**config.mk**
```make
export PLATFORM = sky130hd
export DESIGN_NAME = rev_count_test_sequencer
export DESIGN_NICKNAME = d
export VERILOG_FILES = /design/src/design/rcts_pkg.sv /design/src/design/rev_count_test_sequencer.sv
export SDC_FILE = /design/constraint.sdc
export NUM_CORES = 1
export LEC_CHECK = 0
export ABC_AREA = 1
export BUFFER_PORTS_ARGS = -buffer_cell sky130_fd_sc_hd__buf_2
export CAP_MARGIN = 25
export CORE_ASPECT_RATIO = 1.75
export CORE_MARGIN = 2
export CORE_UTILIZATION = 42
export DETAILED_ROUTE_END_ITERATION = 8
export SLEW_MARGIN = 5
export SYNTH_ARGS = -nofsm -noshare
export SYNTH_HDL_FRONTEND = slang
export SYNTH_SLANG_ARGS = --single-unit
```
**constraint.sdc**
```tcl
create_clock -name clk -period 8.5 [get_ports clk]
set_input_delay 0.85 -clock clk [delete_from_list [all_inputs] [get_ports clk]]
set_output_delay 0.85 -clock clk [all_outputs]
set_load 0.05 [all_outputs]
```
**src/design/rcts_pkg.sv**
```systemverilog
// shared types and constants for the revolution-count test sequencer
package rcts_pkg;

  // request codes
  localparam logic [2:0] REQ_MODE  = 3'd0;
  localparam logic [2:0] REQ_START = 3'd1;
  localparam logic [2:0] REQ_STOP  = 3'd2;
  localparam logic [2:0] REQ_KNOB  = 3'd3;
  localparam logic [2:0] REQ_POS   = 3'd4;

  // register indexes
  localparam logic [2:0] REG_DEBOUNCE = 3'd0;
  localparam logic [2:0] REG_CLICK    = 3'd1;
  localparam logic [2:0] REG_KNOB_THR = 3'd2;
  localparam logic [2:0] REG_SPD_MIN  = 3'd3;
  localparam logic [2:0] REG_SPD_MAX  = 3'd4;
  localparam logic [2:0] REG_PPR      = 3'd5;
  localparam logic [2:0] REG_DUTY     = 3'd6;

  // register reset values
  localparam logic [15:0] DEBOUNCE_RST = 16'd50;
  localparam logic [15:0] CLICK_RST    = 16'd500;
  localparam logic [15:0] KNOB_THR_RST = 16'd1;
  localparam logic [9:0]  SPD_MIN_RST  = 10'd10;
  localparam logic [9:0]  SPD_MAX_RST  = 10'd100;
  localparam logic [15:0] PPR_RST      = 16'd1000;
  localparam logic [9:0]  DUTY_RST     = 10'd500;

  // setting reset values
  localparam logic [9:0] SPEED_RST  = 10'd60;
  localparam logic       DIR_RST    = 1'b1;
  localparam logic [9:0] TARGET_RST = 10'd30;
  localparam logic [1:0] CURSOR_RST = 2'd1;

  // edit limits
  localparam logic signed [11:0] TARGET_MIN = 12'sd10;
  localparam logic signed [11:0] TARGET_MAX = 12'sd999;
  localparam logic signed [3:0]  ITEM_FIRST = 4'sd1;
  localparam logic signed [3:0]  ITEM_LAST  = 4'sd3;

  // drive level: floor(duty * 499 / 1000) as (duty * LEVEL_MULT) >> LEVEL_SHIFT,
  // exact for duty up to DUTY_FULL
  localparam logic [9:0]  DUTY_FULL   = 10'd1000;
  localparam int          LEVEL_SHIFT = 20;
  localparam logic [19:0] LEVEL_MULT  = 20'd523240;

  // one result word
  typedef struct packed {
    logic [1:0] mode_now;
    logic [1:0] motor_cmd;
    logic [8:0] drive_level;
    logic [9:0] revs_done;
    logic [9:0] speed_setting;
    logic       dir_setting;
    logic [9:0] target_setting;
    logic [1:0] cursor_item;
    logic [2:0] edit_flags;
    logic       save_strobe;
  } result_t;

endpackage

```
**src/design/rev_count_test_sequencer.sv**
```systemverilog
// Each result word is registered in the output register, or in the skid stage if that is full.
// Throughput: one word per cycle; a two-entry output register and skid stage keep
// taking words while the oldest result is stalled, and in_stall rises only when both are full.
// All work for a word is one pass of shallow logic from the ports into the result register.
// Reset (rst_n low, synchronous) restores register defaults, idle mode, speed 60,
// clockwise, target 30, cursor on item 1, nothing edited, motor braked, no results held.
module rev_count_test_sequencer
  import rcts_pkg::*;
(
  input  logic               clk,
  input  logic               rst_n,
  // input channel
  input  logic               in_valid,
  output logic               in_stall,
  input  logic [2:0]         in_req_type,
  input  logic [15:0]        in_press_ms,
  input  logic [15:0]        in_knob_count,
  input  logic signed [31:0] in_motor_position,
  // result channel
  output logic               out_valid,
  input  logic               out_stall,
  output logic [1:0]         out_mode_now,
  output logic [1:0]         out_motor_cmd,
  output logic [8:0]         out_drive_level,
  output logic [9:0]         out_revs_done,
  output logic [9:0]         out_speed_setting,
  output logic               out_dir_setting,
  output logic [9:0]         out_target_setting,
  output logic [1:0]         out_cursor_item,
  output logic [2:0]         out_edit_flags,
  output logic               out_save_strobe,
  // configuration port
  input  logic               psel,
  input  logic               penable,
  input  logic               pwrite,
  input  logic [4:0]         paddr,
  input  logic [31:0]        pwdata,
  output logic [31:0]        prdata,
  output logic               pready
);

  typedef enum logic [1:0] {
    MODE_IDLE   = 2'd0,
    MODE_MENU   = 2'd1,
    MODE_RUN    = 2'd2,
    MODE_RESULT = 2'd3
  } mode_t;

  typedef enum logic [1:0] {
    MOT_BRAKE = 2'd0,
    MOT_FWD   = 2'd1,
    MOT_REV   = 2'd2
  } motor_t;

  // configuration registers
  logic [15:0] debounce_r, click_r, knob_thr_r, ppr_r;
  logic [9:0]  spd_min_r, spd_max_r, duty_r;
  logic [2:0]  cfg_idx;
  logic        cfg_wr;

  // block state
  mode_t       mode_r, mode_nxt;
  motor_t      motor_r, motor_nxt;
  logic [9:0]  speed_r, speed_nxt;
  logic        dir_r, dir_nxt;
  logic [9:0]  target_r, target_nxt;
  logic [1:0]  cursor_r, cursor_nxt;
  logic [2:0]  edit_r, edit_nxt;
  logic [15:0] knob_last_r, knob_last_nxt;
  logic [31:0] base_r, base_nxt;
  logic [9:0]  revs_r, revs_nxt;
  logic        save;

  // knob and position datapath
  logic signed [16:0] knob_delta;
  logic [16:0]        knob_mag;
  logic               knob_step_ok;
  logic signed [11:0] step12;
  logic signed [3:0]  step4;
  logic signed [11:0] spd_sum, spd_clamp;
  logic signed [11:0] tgt_sum, tgt_clamp;
  logic signed [3:0]  cur_sum, cur_clamp;
  logic [31:0]        pos_diff, pos_mag;
  logic [9:0]         revs_inc;

  // drive level
  logic [9:0]  duty_c;
  logic [29:0] level_prod;
  logic [8:0]  level;

  // output register and skid stage
  result_t res_nxt, out_res_r, skid_res_r;
  logic    out_vld_r, skid_vld_r;
  logic    in_accept, out_take;

  // handshake
  assign in_stall  = skid_vld_r;
  assign in_accept = in_valid && !skid_vld_r;
  assign out_valid = out_vld_r;
  assign out_take  = out_vld_r && !out_stall;

  // configuration write and read
  assign pready  = 1'b1;
  assign cfg_idx = paddr[4:2];
  assign cfg_wr  = psel && penable && pwrite;

  always_ff @(posedge clk) begin
    if (!rst_n) begin
      debounce_r <= DEBOUNCE_RST;
      click_r    <= CLICK_RST;
      knob_thr_r <= KNOB_THR_RST;
      spd_min_r  <= SPD_MIN_RST;
      spd_max_r  <= SPD_MAX_RST;
      ppr_r      <= PPR_RST;
      duty_r     <= DUTY_RST;
    end else if (cfg_wr) begin
      unique case (cfg_idx)
        REG_DEBOUNCE: debounce_r <= pwdata[15:0];
        REG_CLICK:    click_r    <= pwdata[15:0];
        REG_KNOB_THR: knob_thr_r <= pwdata[15:0];
        REG_SPD_MIN:  spd_min_r  <= pwdata[9:0];
        REG_SPD_MAX:  spd_max_r  <= pwdata[9:0];
        REG_PPR:      ppr_r      <= pwdata[15:0];
        REG_DUTY:     duty_r     <= pwdata[9:0];
        default: ;
      endcase
    end
  end

  always_comb begin
    unique case (cfg_idx)
      REG_DEBOUNCE: prdata = {16'd0, debounce_r};
      REG_CLICK:    prdata = {16'd0, click_r};
      REG_KNOB_THR: prdata = {16'd0, knob_thr_r};
      REG_SPD_MIN:  prdata = {22'd0, spd_min_r};
      REG_SPD_MAX:  prdata = {22'd0, spd_max_r};
      REG_PPR:      prdata = {16'd0, ppr_r};
      REG_DUTY:     prdata = {22'd0, duty_r};
      default:      prdata = 32'd0;
    endcase
  end

  // knob step with clamping per item
  assign knob_delta   = $signed({1'b0, in_knob_count}) - $signed({1'b0, knob_last_r});
  assign knob_mag     = knob_delta[16] ? 17'(-knob_delta) : 17'(knob_delta);
  assign knob_step_ok = knob_mag > {1'b0, knob_thr_r};
  assign step12       = knob_delta[16] ? -12'sd1 : 12'sd1;
  assign step4        = knob_delta[16] ? -4'sd1 : 4'sd1;

  always_comb begin
    spd_sum   = $signed({2'b00, speed_r}) + step12;
    spd_clamp = spd_sum;
    if (spd_clamp > $signed({2'b00, spd_max_r})) spd_clamp = $signed({2'b00, spd_max_r});
    if (spd_clamp < $signed({2'b00, spd_min_r})) spd_clamp = $signed({2'b00, spd_min_r});
    tgt_sum   = $signed({2'b00, target_r}) + step12;
    tgt_clamp = tgt_sum;
    if (tgt_clamp > TARGET_MAX) tgt_clamp = TARGET_MAX;
    if (tgt_clamp < TARGET_MIN) tgt_clamp = TARGET_MIN;
    cur_sum   = $signed({2'b00, cursor_r}) + step4;
    cur_clamp = cur_sum;
    if (cur_clamp > ITEM_LAST) cur_clamp = ITEM_LAST;
    if (cur_clamp < ITEM_FIRST) cur_clamp = ITEM_FIRST;
  end

  // position change magnitude with 32-bit wrap
  assign pos_diff = in_motor_position - base_r;
  assign pos_mag  = pos_diff[31] ? (32'd0 - pos_diff) : pos_diff;
  assign revs_inc = revs_r + 10'd1;

  // next state for one word
  always_comb begin
    mode_nxt      = mode_r;
    motor_nxt     = motor_r;
    speed_nxt     = speed_r;
    dir_nxt       = dir_r;
    target_nxt    = target_r;
    cursor_nxt    = cursor_r;
    edit_nxt      = edit_r;
    knob_last_nxt = knob_last_r;
    base_nxt      = base_r;
    revs_nxt      = revs_r;
    save          = 1'b0;
    case (in_req_type)
      REQ_MODE: begin
        if (in_press_ms > debounce_r && in_press_ms <= click_r) begin
          if (mode_r == MODE_IDLE) begin
            mode_nxt = MODE_MENU;
          end else if (mode_r == MODE_MENU && cursor_r != 2'd0) begin
            edit_nxt = edit_r ^ (3'd1 << (cursor_r - 2'd1));
          end
        end else if (in_press_ms > click_r && mode_r == MODE_MENU) begin
          mode_nxt = MODE_IDLE;
          save     = 1'b1;
        end
      end
      REQ_START: begin
        if (mode_r == MODE_IDLE) begin
          mode_nxt  = MODE_RUN;
          motor_nxt = dir_r ? MOT_FWD : MOT_REV;
        end else if (mode_r == MODE_MENU) begin
          mode_nxt = MODE_IDLE;
          save     = 1'b1;
        end
      end
      REQ_STOP: begin
        if (mode_r == MODE_RUN) begin
          mode_nxt  = MODE_RESULT;
          motor_nxt = MOT_BRAKE;
        end else if (mode_r == MODE_RESULT) begin
          revs_nxt = 10'd0;
          mode_nxt = MODE_IDLE;
        end
      end
      REQ_KNOB: begin
        if (mode_r != MODE_MENU) begin
          knob_last_nxt = in_knob_count;
        end else if (knob_step_ok) begin
          knob_last_nxt = in_knob_count;
          if (edit_r[0]) begin
            speed_nxt = spd_clamp[9:0];
          end else if (edit_r[1]) begin
            dir_nxt = !knob_delta[16];
          end else if (edit_r[2]) begin
            target_nxt = tgt_clamp[9:0];
          end else begin
            cursor_nxt = cur_clamp[1:0];
          end
        end
      end
      REQ_POS: begin
        if (mode_r == MODE_RUN) begin
          if (pos_mag > {16'd0, ppr_r}) begin
            revs_nxt = revs_inc;
            base_nxt = in_motor_position;
          end
          if (revs_nxt >= target_r) begin
            revs_nxt  = target_r;
            mode_nxt  = MODE_RESULT;
            motor_nxt = MOT_BRAKE;
          end
        end
      end
      default: ;
    endcase
  end

  // drive level from the clamped duty
  assign duty_c     = (duty_r > DUTY_FULL) ? DUTY_FULL : duty_r;
  assign level_prod = duty_c * LEVEL_MULT;
  assign level      = level_prod[LEVEL_SHIFT+8:LEVEL_SHIFT];

  // result word
  always_comb begin
    res_nxt.mode_now       = mode_nxt;
    res_nxt.motor_cmd      = motor_nxt;
    res_nxt.drive_level    = (motor_nxt != MOT_BRAKE) ? level : 9'd0;
    res_nxt.revs_done      = revs_nxt;
    res_nxt.speed_setting  = speed_nxt;
    res_nxt.dir_setting    = dir_nxt;
    res_nxt.target_setting = target_nxt;
    res_nxt.cursor_item    = cursor_nxt;
    res_nxt.edit_flags     = edit_nxt;
    res_nxt.save_strobe    = save;
  end

  // state registers
  always_ff @(posedge clk) begin
    if (!rst_n) begin
      mode_r      <= MODE_IDLE;
      motor_r     <= MOT_BRAKE;
      speed_r     <= SPEED_RST;
      dir_r       <= DIR_RST;
      target_r    <= TARGET_RST;
      cursor_r    <= CURSOR_RST;
      edit_r      <= 3'd0;
      knob_last_r <= 16'd0;
      base_r      <= 32'd0;
      revs_r      <= 10'd0;
    end else if (in_accept) begin
      mode_r      <= mode_nxt;
      motor_r     <= motor_nxt;
      speed_r     <= speed_nxt;
      dir_r       <= dir_nxt;
      target_r    <= target_nxt;
      cursor_r    <= cursor_nxt;
      edit_r      <= edit_nxt;
      knob_last_r <= knob_last_nxt;
      base_r      <= base_nxt;
      revs_r      <= revs_nxt;
    end
  end

  // output and skid valid flags
  always_ff @(posedge clk) begin
    if (!rst_n) begin
      out_vld_r  <= 1'b0;
      skid_vld_r <= 1'b0;
    end else if (out_take || !out_vld_r) begin
      if (skid_vld_r) begin
        out_vld_r  <= 1'b1;
        skid_vld_r <= 1'b0;
      end else begin
        out_vld_r <= in_accept;
      end
    end else if (in_accept) begin
      skid_vld_r <= 1'b1;
    end
  end

  // output and skid payload
  always_ff @(posedge clk) begin
    if (out_take || !out_vld_r) begin
      if (skid_vld_r) begin
        out_res_r <= skid_res_r;
      end else if (in_accept) begin
        out_res_r <= res_nxt;
      end
    end else if (in_accept) begin
      skid_res_r <= res_nxt;
    end
  end

  // result ports
  assign out_mode_now       = out_res_r.mode_now;
  assign out_motor_cmd      = out_res_r.motor_cmd;
  assign out_drive_level    = out_res_r.drive_level;
  assign out_revs_done      = out_res_r.revs_done;
  assign out_speed_setting  = out_res_r.speed_setting;
  assign out_dir_setting    = out_res_r.dir_setting;
  assign out_target_setting = out_res_r.target_setting;
  assign out_cursor_item    = out_res_r.cursor_item;
  assign out_edit_flags     = out_res_r.edit_flags;
  assign out_save_strobe    = out_res_r.save_strobe;

endmodule
```
**Word level (Yosys, flattened, before mapping)**

Index checks and enable logic that the tools add are counted.

- Multipliers: 1
- Add/subtract/negate cells: 9
- Mux-type cells: 72
- Magnitude comparators: 13
- Equality and inequality tests: 14
- Shifts and indexed selects: 1
- Reduce and logical (&&, ||, !) cells: 31
- Bitwise logic cells: 3
- Div/mod/pow operators: 0

Operator list:

| cell | count |
|---|---|
| $mux W10 | 20 |
| $pmux W16 S7 | 1 |
| $mux W50 | 2 |
| $mux W2 | 21 |
| $mux W12 | 3 |
| $gt A16 B16 Y1 | 2 |
| $gt A32 B16 Y1 | 1 |
| $mux W16 | 2 |
| $mux W32 | 1 |
| $sub A1 B32 Y32 const A | 1 |
| $sub A32 B32 Y32 | 1 |
| $mul A10 B16 Y26 const B | 1 |
| $add A11 B12 Y12 | 2 |
| $pmux W10 S2 | 1 |
| $reduce_and A2 Y1 | 9 |
| $gt A17 B16 Y1 | 1 |
| $mux W17 | 1 |
| $neg A17 Y17 | 1 |
| $sub A16 B16 Y17 | 1 |
| $le A16 B16 Y1 | 1 |
| $eq A3 B2 Y1 const B | 4 |
| $eq A3 B3 Y1 const B | 4 |
| $gt A12 B11 Y1 | 1 |
| $gt A12 B11 Y1 const B | 1 |
| 32 further kinds | 61 |

- Memory bits (read-only): 0
- Output and inout bits: 85
- Memories kept: 0
- Bits in writable memories: 0
- Latch bits: 0
- Register bits after elaboration: 284

**Depth between registers and ports, before layout**

Gate-level depths: netlist (run 1).

- Depth after elaboration: 15
- Mapped depth: 54
- Depth with buffers taken out: 54

**Worst setup path before layout (run 1)**

No wires, ideal clock.

- Path kind: input to register
- Start point: input port in_motor_position[6]
- End point: register out_res_r (netlist bit out_mode_now[1]) (data pin)
- Library setup time: 271 ps
- Path slack: 1,503 ps
- Arrival time: 6,727 ps
- Stages: 48
- Buffers on the path: 4
- Cells stage by stage: ha_1 nand2_1 inv_2 nand2_1 clkinv_1 nand2_1 nand2_2 nand2_1 nand3_2 a21oi_1 or2_1 nand2_4 buf_6 buf_2 buf_1 nand2_1 xor2_1 inv_1 [... 12 more ...] nand3_1 and2_1 ha_1 inv_1 a21boi_0 o21a_1 o21a_1 o211ai_1 nand2_1 nand2_1 nand2_1 a21oi_1 o21ai_0 nand2_1 clkbuf_1 a21oi_1 nor4_1 o21ai_0

- Word-level cells in the longest chain between the ends: 13

Ends and longest elaborated chain:

| item | line | RTL |
|---|---|---|
| start, declared | rev_count_test_sequencer.sv:18 | `input logic signed [31:0] in_motor_position,` |
| $sub A32 B32 Y32 * | rev_count_test_sequencer.sv:166 | `assign pos_diff = in_motor_position - base_r;` |
| $sub A1 B32 Y32 | rev_count_test_sequencer.sv:167 | `assign pos_mag = pos_diff[31] ? (32'd0 - pos_diff) : pos_diff;` |
| $mux W32 * | rev_count_test_sequencer.sv:167 |  |
| $gt A32 B16 Y1 * | rev_count_test_sequencer.sv:232 | `if (pos_mag > {16'd0, ppr_r}) begin` |
| $mux W10 * | rev_count_test_sequencer.sv:232 |  |
| $mux W10 * | rev_count_test_sequencer.sv:231 | `if (mode_r == MODE_RUN) begin` |
| $mux W10 * | rev_count_test_sequencer.sv:183 | `case (in_req_type)` |
| $ge A10 B10 Y1 * | rev_count_test_sequencer.sv:236 | `if (revs_nxt >= target_r) begin` |
| $mux W2 * | rev_count_test_sequencer.sv:236 |  |
| $mux W2 * | rev_count_test_sequencer.sv:231 |  |
| $pmux W2 S4 * | rev_count_test_sequencer.sv:183 |  |
| $mux W50 * | rev_count_test_sequencer.sv:315 | `end else if (in_accept) begin` |
| $mux W50 * | rev_count_test_sequencer.sv:313 | `if (skid_vld_r) begin` |
| end signal, assigned | rev_count_test_sequencer.sv:314 | `out_res_r <= skid_res_r;` |
| end signal, assigned | rev_count_test_sequencer.sv:316 | `out_res_r <= res_nxt;` |
| end, declared | rev_count_test_sequencer.sv:92 | `result_t res_nxt, out_res_r, skid_res_r;` |

Every way passes the cells marked *; elsewhere a longest branch is shown, timed or not. The select of a mux whose other input is x is not followed.
A chain may end at the register's enable or synchronous reset.

==> flow_summary.toml, run 1 <==
[clocking]
post_cts.repair.setup_buffers = 0
clk_path_buf_depth = 3
clk_latency_ps = 610
cts.sinks = 284
cts_resized = 0
holdBufCountCts = 0
tritoncts = "yes"
cts_max_level = 1
cts_made_buffers = 29
cts.clk_slew.worst_paths_ps = 60
cts-root-buf = "clkbuf_16"

[grt]
grt_pass1_vias = 21500
antenna_found_initial = 7
grt_pass1_wl_um = 113000
track_usage_pct = 24.5
grt_max_degree = 77
grt_overflow = 0

[drt]
wirelength_um = 71900
post_drt_wl_per_cell_um = 17.1
drtPass1Iterations = 5
vias_per_cell = 5.19
drc = 0
ant_nets = 0
vias = 21800
dr.first_iter.drc_count = 956

[critical_path]
crit_arrival_ps = 7940
path_max_fanout = 6
cp-startpoint = "in_motor_position[0]"
cp.required_ps = 8830
crit_top_cell = "nand2_1"
worst_setup_path_start_kind = "input pin"
cp-end-kind = "flop"
rr_worst_depth = 49
cp_slowest_cell = "fa_1"
reg2reg_from = "base_r[21]"
crit_type = "in2reg"
r2r-end = "out_drive_level[4]"
r2r_setup_slack_ps = 940
crit_path_max_incr_delay_ps = 490

[worst_hold_path]
hold-path-endpoint = "base_r[31]"
hp-start = "base_r[31]"
worstHoldPathCells = 2
hp-class = "reg2reg"

[power]
worst_ir_drop_vdd_mv = 0.263
combPwrFrac_pct = 39.5
power.switching_w = 0.00188
switching_share_pct = 39.3
pwr-share-seq_pct = 31.9
leakage_nw = 12.6
p_int_w = 0.00291
clkPwrFrac_pct = 28.6
power_w = 0.00479
power_density_nw_per_um2 = 183

[sta]
worst_slack_ps = 888
tns_ps = 0
period_needed_ps = 7610
fmax_mhz = 131
maxSlewHeadroom_pct = 31.5
rsz0062_at_grt = "no"
setup_violations = 0
slew_viol_final = 0
period_share_pct = 89.6
worst-slew-pin-transition_ps = 1030
finClkSkew_ps = 47.9
hold_viol_final = 0

[synthesis]
syn_area_per_cell_um2 = 7.08
yosysSeqAreaShare_pct = 28.3
syn_area_um2 = 23700
synth_flop_cell = "dfxtp_1"
synthCells = 3342
synth_edf_count = 100
synth_cell_types = 57
synthArstFlopShare_pct = 0
synth_seq_cells = 284
ys_warn_count = 0

[cells_and_area]
drive_gt1_share_pct = 8.26
nNetsFinal = 3889
fin_util_pct = 46.7
synthToLayoutAreaGrowth_pct = 10.5
fin_cells = 4202
nFillCells = 5862

[die]
fp.dieH_um = 318
core_area_um2 = 56000
die_area_um2 = 58300
die_x_um = 183
rows = 115
initial_utilization_pct = 42.3
io-pin-count = 196

[place]
dpl.cell_count = 4144
dp_hpwl_um = 58200
portBuffers = 160
pre_cts_ws_ps = 244
globalplace.congestion = 1.02

[flow_run]
maxCapViolCount = 0

[outcome]
status = "complete, no violations"
## power groups by stage
stage               combinational (W)  sequential (W)  clock (W)
floorplan                     0.00131         0.00167          0
global placement              0.00187         0.00156          0
detailed placement            0.00189         0.00156          0
CTS                           0.00190         0.00153    0.00141
global route                  0.00215         0.00154    0.00145
finish                        0.00189         0.00153    0.00137
## per-layer routing
metal | vias up | global-route usage (%) | share of wire (%)
met5 | - | 0 | 0.011
met4 | 2 | 15.3 | 7.0
met3 | 211 | 2.54 | 3.6
met2 | 499 | 47.9 | 54
met1 | 9890 | 24.1 | 36
li1 | 11200 | - | -
## cell usage after synthesis (2+ instances only)
library cell / number / share of area, %
nand3b_1: 12 / 0.38
nand3_1: 157 / 3.3
nand2_2: 9 / 0.24
o211ai_1: 19 / 0.60
buf_6: 3 / 0.14
dfxtp_1: 184 / 16
nor3_1: 36 / 0.76
a21oi_1: 292 / 6.2
xnor2_1: 17 / 0.63
nand3_2: 7 / 0.30
nand2_1: 798 / 13
o221ai_1: 19 / 0.70
and2_1: 8 / 0.21
clkinv_1: 4 / 0.063
o21bai_1: 10 / 0.32
o21ai_0: 228 / 4.8
a21o_1: 9 / 0.29
o21ai_1: 11 / 0.23
inv_1: 548 / 8.7
a31oi_1: 13 / 0.34
nand4_1: 62 / 1.6
edfxtp_1: 100 / 13
fa_1: 68 / 5.8
buf_1: 3 / 0.048
clkbuf_1: 65 / 1.0
buf_2: 12 / 0.25
inv_2: 7 / 0.11
o21a_1: 8 / 0.25
or2_2: 4 / 0.11
xor2_1: 65 / 2.4
nor2_2: 13 / 0.34
nor4_1: 6 / 0.16
a211oi_1: 11 / 0.35
buf_4: 18 / 0.57
conb_1: 2 / 0.032
nor2_1: 227 / 3.6
a221oi_1: 4 / 0.15
a31o_2: 3 / 0.11
o22ai_1: 25 / 0.66
ha_1: 236 / 12
and3_1: 2 / 0.053
nor2_4: 2 / 0.095
## stage by stage
step	hold slack, ps	cell area, µm²
4_1_cts	459	26100
5_1_grt	478	26100
2_1_floorplan	427	23700
3_3_place_gp	442	25100
3_5_place_dp	451	25100
6_report	456	26200
## logic make-up (layout without fill, tap and decap cells)
logic type / count (synthesis) / after routing / synth area share, %
AND/OR/NAND/NOR: 1347 / 1347 / 24.1
AO/OA/AOI/OAI: 662 / 662 / 15.4
buffers and inverters: 660 / 800 / 10.9
adder cells (fa/ha/maj): 304 / 304 / 18.2
flip-flops: 284 / 284 / 28.3
XOR/XNOR: 83 / 83 / 3.10
other: 2 / 20 / 0.0317
## critical path, delay by kind of cell
family                     cells  cell delay [ps]
AOI/OAI and AO/OA              6              790
xor gates and xnor gates       2              420
adders and majority gates      4             1190
buffers and inverters          8              780
and+or+nand+nor               31             3910
## registers in the layout, indices dropped and copies added (netlist names), 3 cells and up
register,flops
target_r,10
out_drive_level,9
out_edit_flags,3
out_revs_done,10
base_r,32
debounce_r,16
out_speed_setting,10
speed_r,10
revs_r,10
skid_res_r,50
out_target_setting,10
click_r,16
spd_max_r,10
edit_r,3
ppr_r,16
knob_last_r,16
knob_thr_r,16
duty_r,10
spd_min_r,10
## cells in the final DEF (no fill, tap or decap), types with 17 or more instances in the layout
cell type    n
buf_4       26
nand2_1    798
xor2_1      65
o22ai_1     25
clkbuf_16   29
nor2_1     225
conb_1      17
nand4_1     62
fa_1        68
dfxtp_1    183
buf_2      160
o221ai_1    19
o211ai_1    19
edfxtp_1   100
nand3_1    157
a21oi_1    291
nor3_1      36
inv_1      548
ha_1       236
xnor2_1     17
o21ai_0    228
## cell type report
cell class                      count  area (µm²)  share of cell area [%]
Antenna cell                        3        7.51                  0.0287
Clock buffer                       35         768                    2.94
Clock inverter                     19         225                   0.861
Inverter                          559        2100                    8.02
Multi-Input combinational cell   2413       14500                    55.3
Sequential cell                   284        6690                    25.6
Tap cell                          702         878                    3.36
Timing Repair Buffer              187        1020                    3.89
## worst max-delay path by stage
stage	end	cells after the start
3_5_place_dp	out_drive_level[4]	51
6_report	out_drive_level[4]	51
4_1_cts	out_drive_level[4]	51
5_1_grt	out_drive_level[2]	52
2_1_floorplan	out_mode_now[1]	48
3_3_place_gp	out_drive_level[6]	51
Power figures use the tool's default switching activity.
==> inputs of run 2 (changes only) <==
--- a/config.mk
+++ b/config.mk
@@ -9,7 +9,7 @@
 export BUFFER_PORTS_ARGS = -buffer_cell sky130_fd_sc_hd__buf_2
 export CAP_MARGIN = 25
 export CORE_ASPECT_RATIO = 1.75
-export CORE_MARGIN = 2
+export CORE_MARGIN = 1
 export CORE_UTILIZATION = 42
 export DETAILED_ROUTE_END_ITERATION = 8
 export SLEW_MARGIN = 5
==> constraint.sdc (replaced) <==
create_clock -name clk -period 8.9 [get_ports clk]
set_input_delay 0.89 -clock clk [delete_from_list [all_inputs] [get_ports clk]]
set_output_delay 0.89 -clock clk [all_outputs]
set_load 0.05 [all_outputs]
==> flow_summary.toml, run 2 (same netlist as run 1, synthesis figures left out) <==
[sta]
rsz0062_at_grt = "no"
tns_ps = 0
slew_viol_final = 0
hold_viol_final = 0
setup_violations = 0
period_share_pct = 88.6
fmax_mhz = 127
finClkSkew_ps = 24.8
holdWs_ps = 453
worst-slew-pin-transition_ps = 940
period_needed_ps = 7880
maxSlewHeadroom_pct = 37.3

[cells_and_area]
final_cell_mix = "nand2_1 (798), inv_1 (548), a21oi_1 (291)"
drive_gt1_share_pct = 8.27
synthToLayoutAreaGrowth_pct = 10.7
largest_reg_flops = 50
nNetsFinal = 3885
reg_top3 = "skid_res_r (50), base_r (32)"
fin_util_pct = 47.2
top_register = "skid_res_r"
stdcell_area_um2 = 26200
layout_commonest_cell = "nand2_1"

[drt]
drc = 0
drtPass1Iterations = 7
wirelength_um = 71700
ant_nets = 0
vias_per_cell = 5.18
post_drt_wl_per_cell_um = 17.1
vias = 21700
dr.first_iter.drc_count = 967

[clocking]
clk_latency_ps = 600
cts.clk_slew.worst_paths_ps = 60
tritoncts = "yes"
cts_made_buffers = 30
post_cts.repair.setup_buffers = 0
cts-root-buf = "clkbuf_16"
cts.sinks = 284
holdBufCountCts = 0
cts_resized = 0
cts_max_level = 1
clk_path_buf_depth = 3

[place]
placed_area_um2 = 25100
globalplace.congestion = 0.999
portBuffers = 160
dp_hpwl_um = 58300

[power]
power_w = 0.00465
worst_ir_drop_vdd_mv = 0.176
leakage_nw = 12.7
power_density_nw_per_um2 = 177

[grt]
grt_max_degree = 65
grt_pass1_vias = 21000
grt_pass1_wl_um = 112000
grt_overflow = 0
track_usage_pct = 25.1
antenna_found_initial = 6

[die]
die_x_um = 181
core_area_um2 = 55500
rows = 114
io-pin-count = 196
initial_utilization_pct = 42.6
fp.dieH_um = 316
die_area_um2 = 57300

[critical_path]
crit_top_cell = "nand2_1"
worst_setup_path_start_kind = "input pin"
crit_path_max_incr_delay_ps = 440
crit_arrival_ps = 8210
cp-end-kind = "flop"
cp_slowest_cell = "ha_1"
cp.required_ps = 9230
crit_type = "in2reg"
path_max_fanout = 10

[outcome]
status = "complete, no violations"

[flow_run]
maxCapViolCount = 0

[worst_hold_path]
hp-class = "reg2reg"
[run 2: cell types whose count changed in the layout (fill, tap and decap cells not counted), sizes merged]
cell | previous run | this run
inv | 560 | 564
clkbuf | 35 | 40
clkinvlp | 3 | 1
clkinv | 11 | 8
buf | 187 | 181
diode | 3 | 2
bufinv | 4 | 3
[run 2: metrics by stage]
step	setup slack (ps)	instances
after floorplan	1860	3357
after global placement	553	4131
after detailed placement	480	4132
after CTS	1060	4188
after global routing	257	4191
final	1020	4192
[run 2: final cells by class]
type                    instances  area [µm²]
fillers                      5785       29300
multi-input cells            2413       14500
flip-flops and latches        284        6690
inverters                     559        2100
repair buffers                182         981
clock buffers                  39         880
well taps                     696         871
clock inverters                17         205
diodes                          2        5.00
[run 2: final timing paths]
| path | from | endpoint | slack [ps] | cells past startpoint |
|---|---|---|---|---|
| worst max register to register | base_r[20] | out_drive_level[6] | 1070 | 48 |
| worst min-delay path | base_r[0] | base_r[0] | 450 | 2 |
| worst min register to register | base_r[0] | base_r[0] | 450 | 2 |
| worst max-delay path | in_motor_position[20] | out_drive_level[6] | 1020 | 48 |
[run 2: power breakdown]
part | leakage, nW | switching, W | total (W) | internal (W)
Combinational | 9.68 | 0.00118 | 0.00179 | 0.000606
Clock | 0.537 | 0.000597 | 0.00140 | 0.000798
Sequential | 2.44 | 0.0000301 | 0.00146 | 0.00143
[run 2: metal layers]
layer	track usage, %	up-vias	part of all wire, %
li1	-	11200	-
met1	24.1	9785	35
met2	50.1	529	54
met3	2.73	202	3.8
met4	15.9	4	6.9
met5	0	-	0.036
[run 2: worst max-delay path: cells and delay by family]
family | cells | cell delay [ps]
and+or+nand+nor | 29 | 4180
AOI/OAI and AO/OA | 9 | 1310
adders and majority gates | 3 | 990
buffers and inverters | 6 | 680
xor gates and xnor gates | 1 | 130
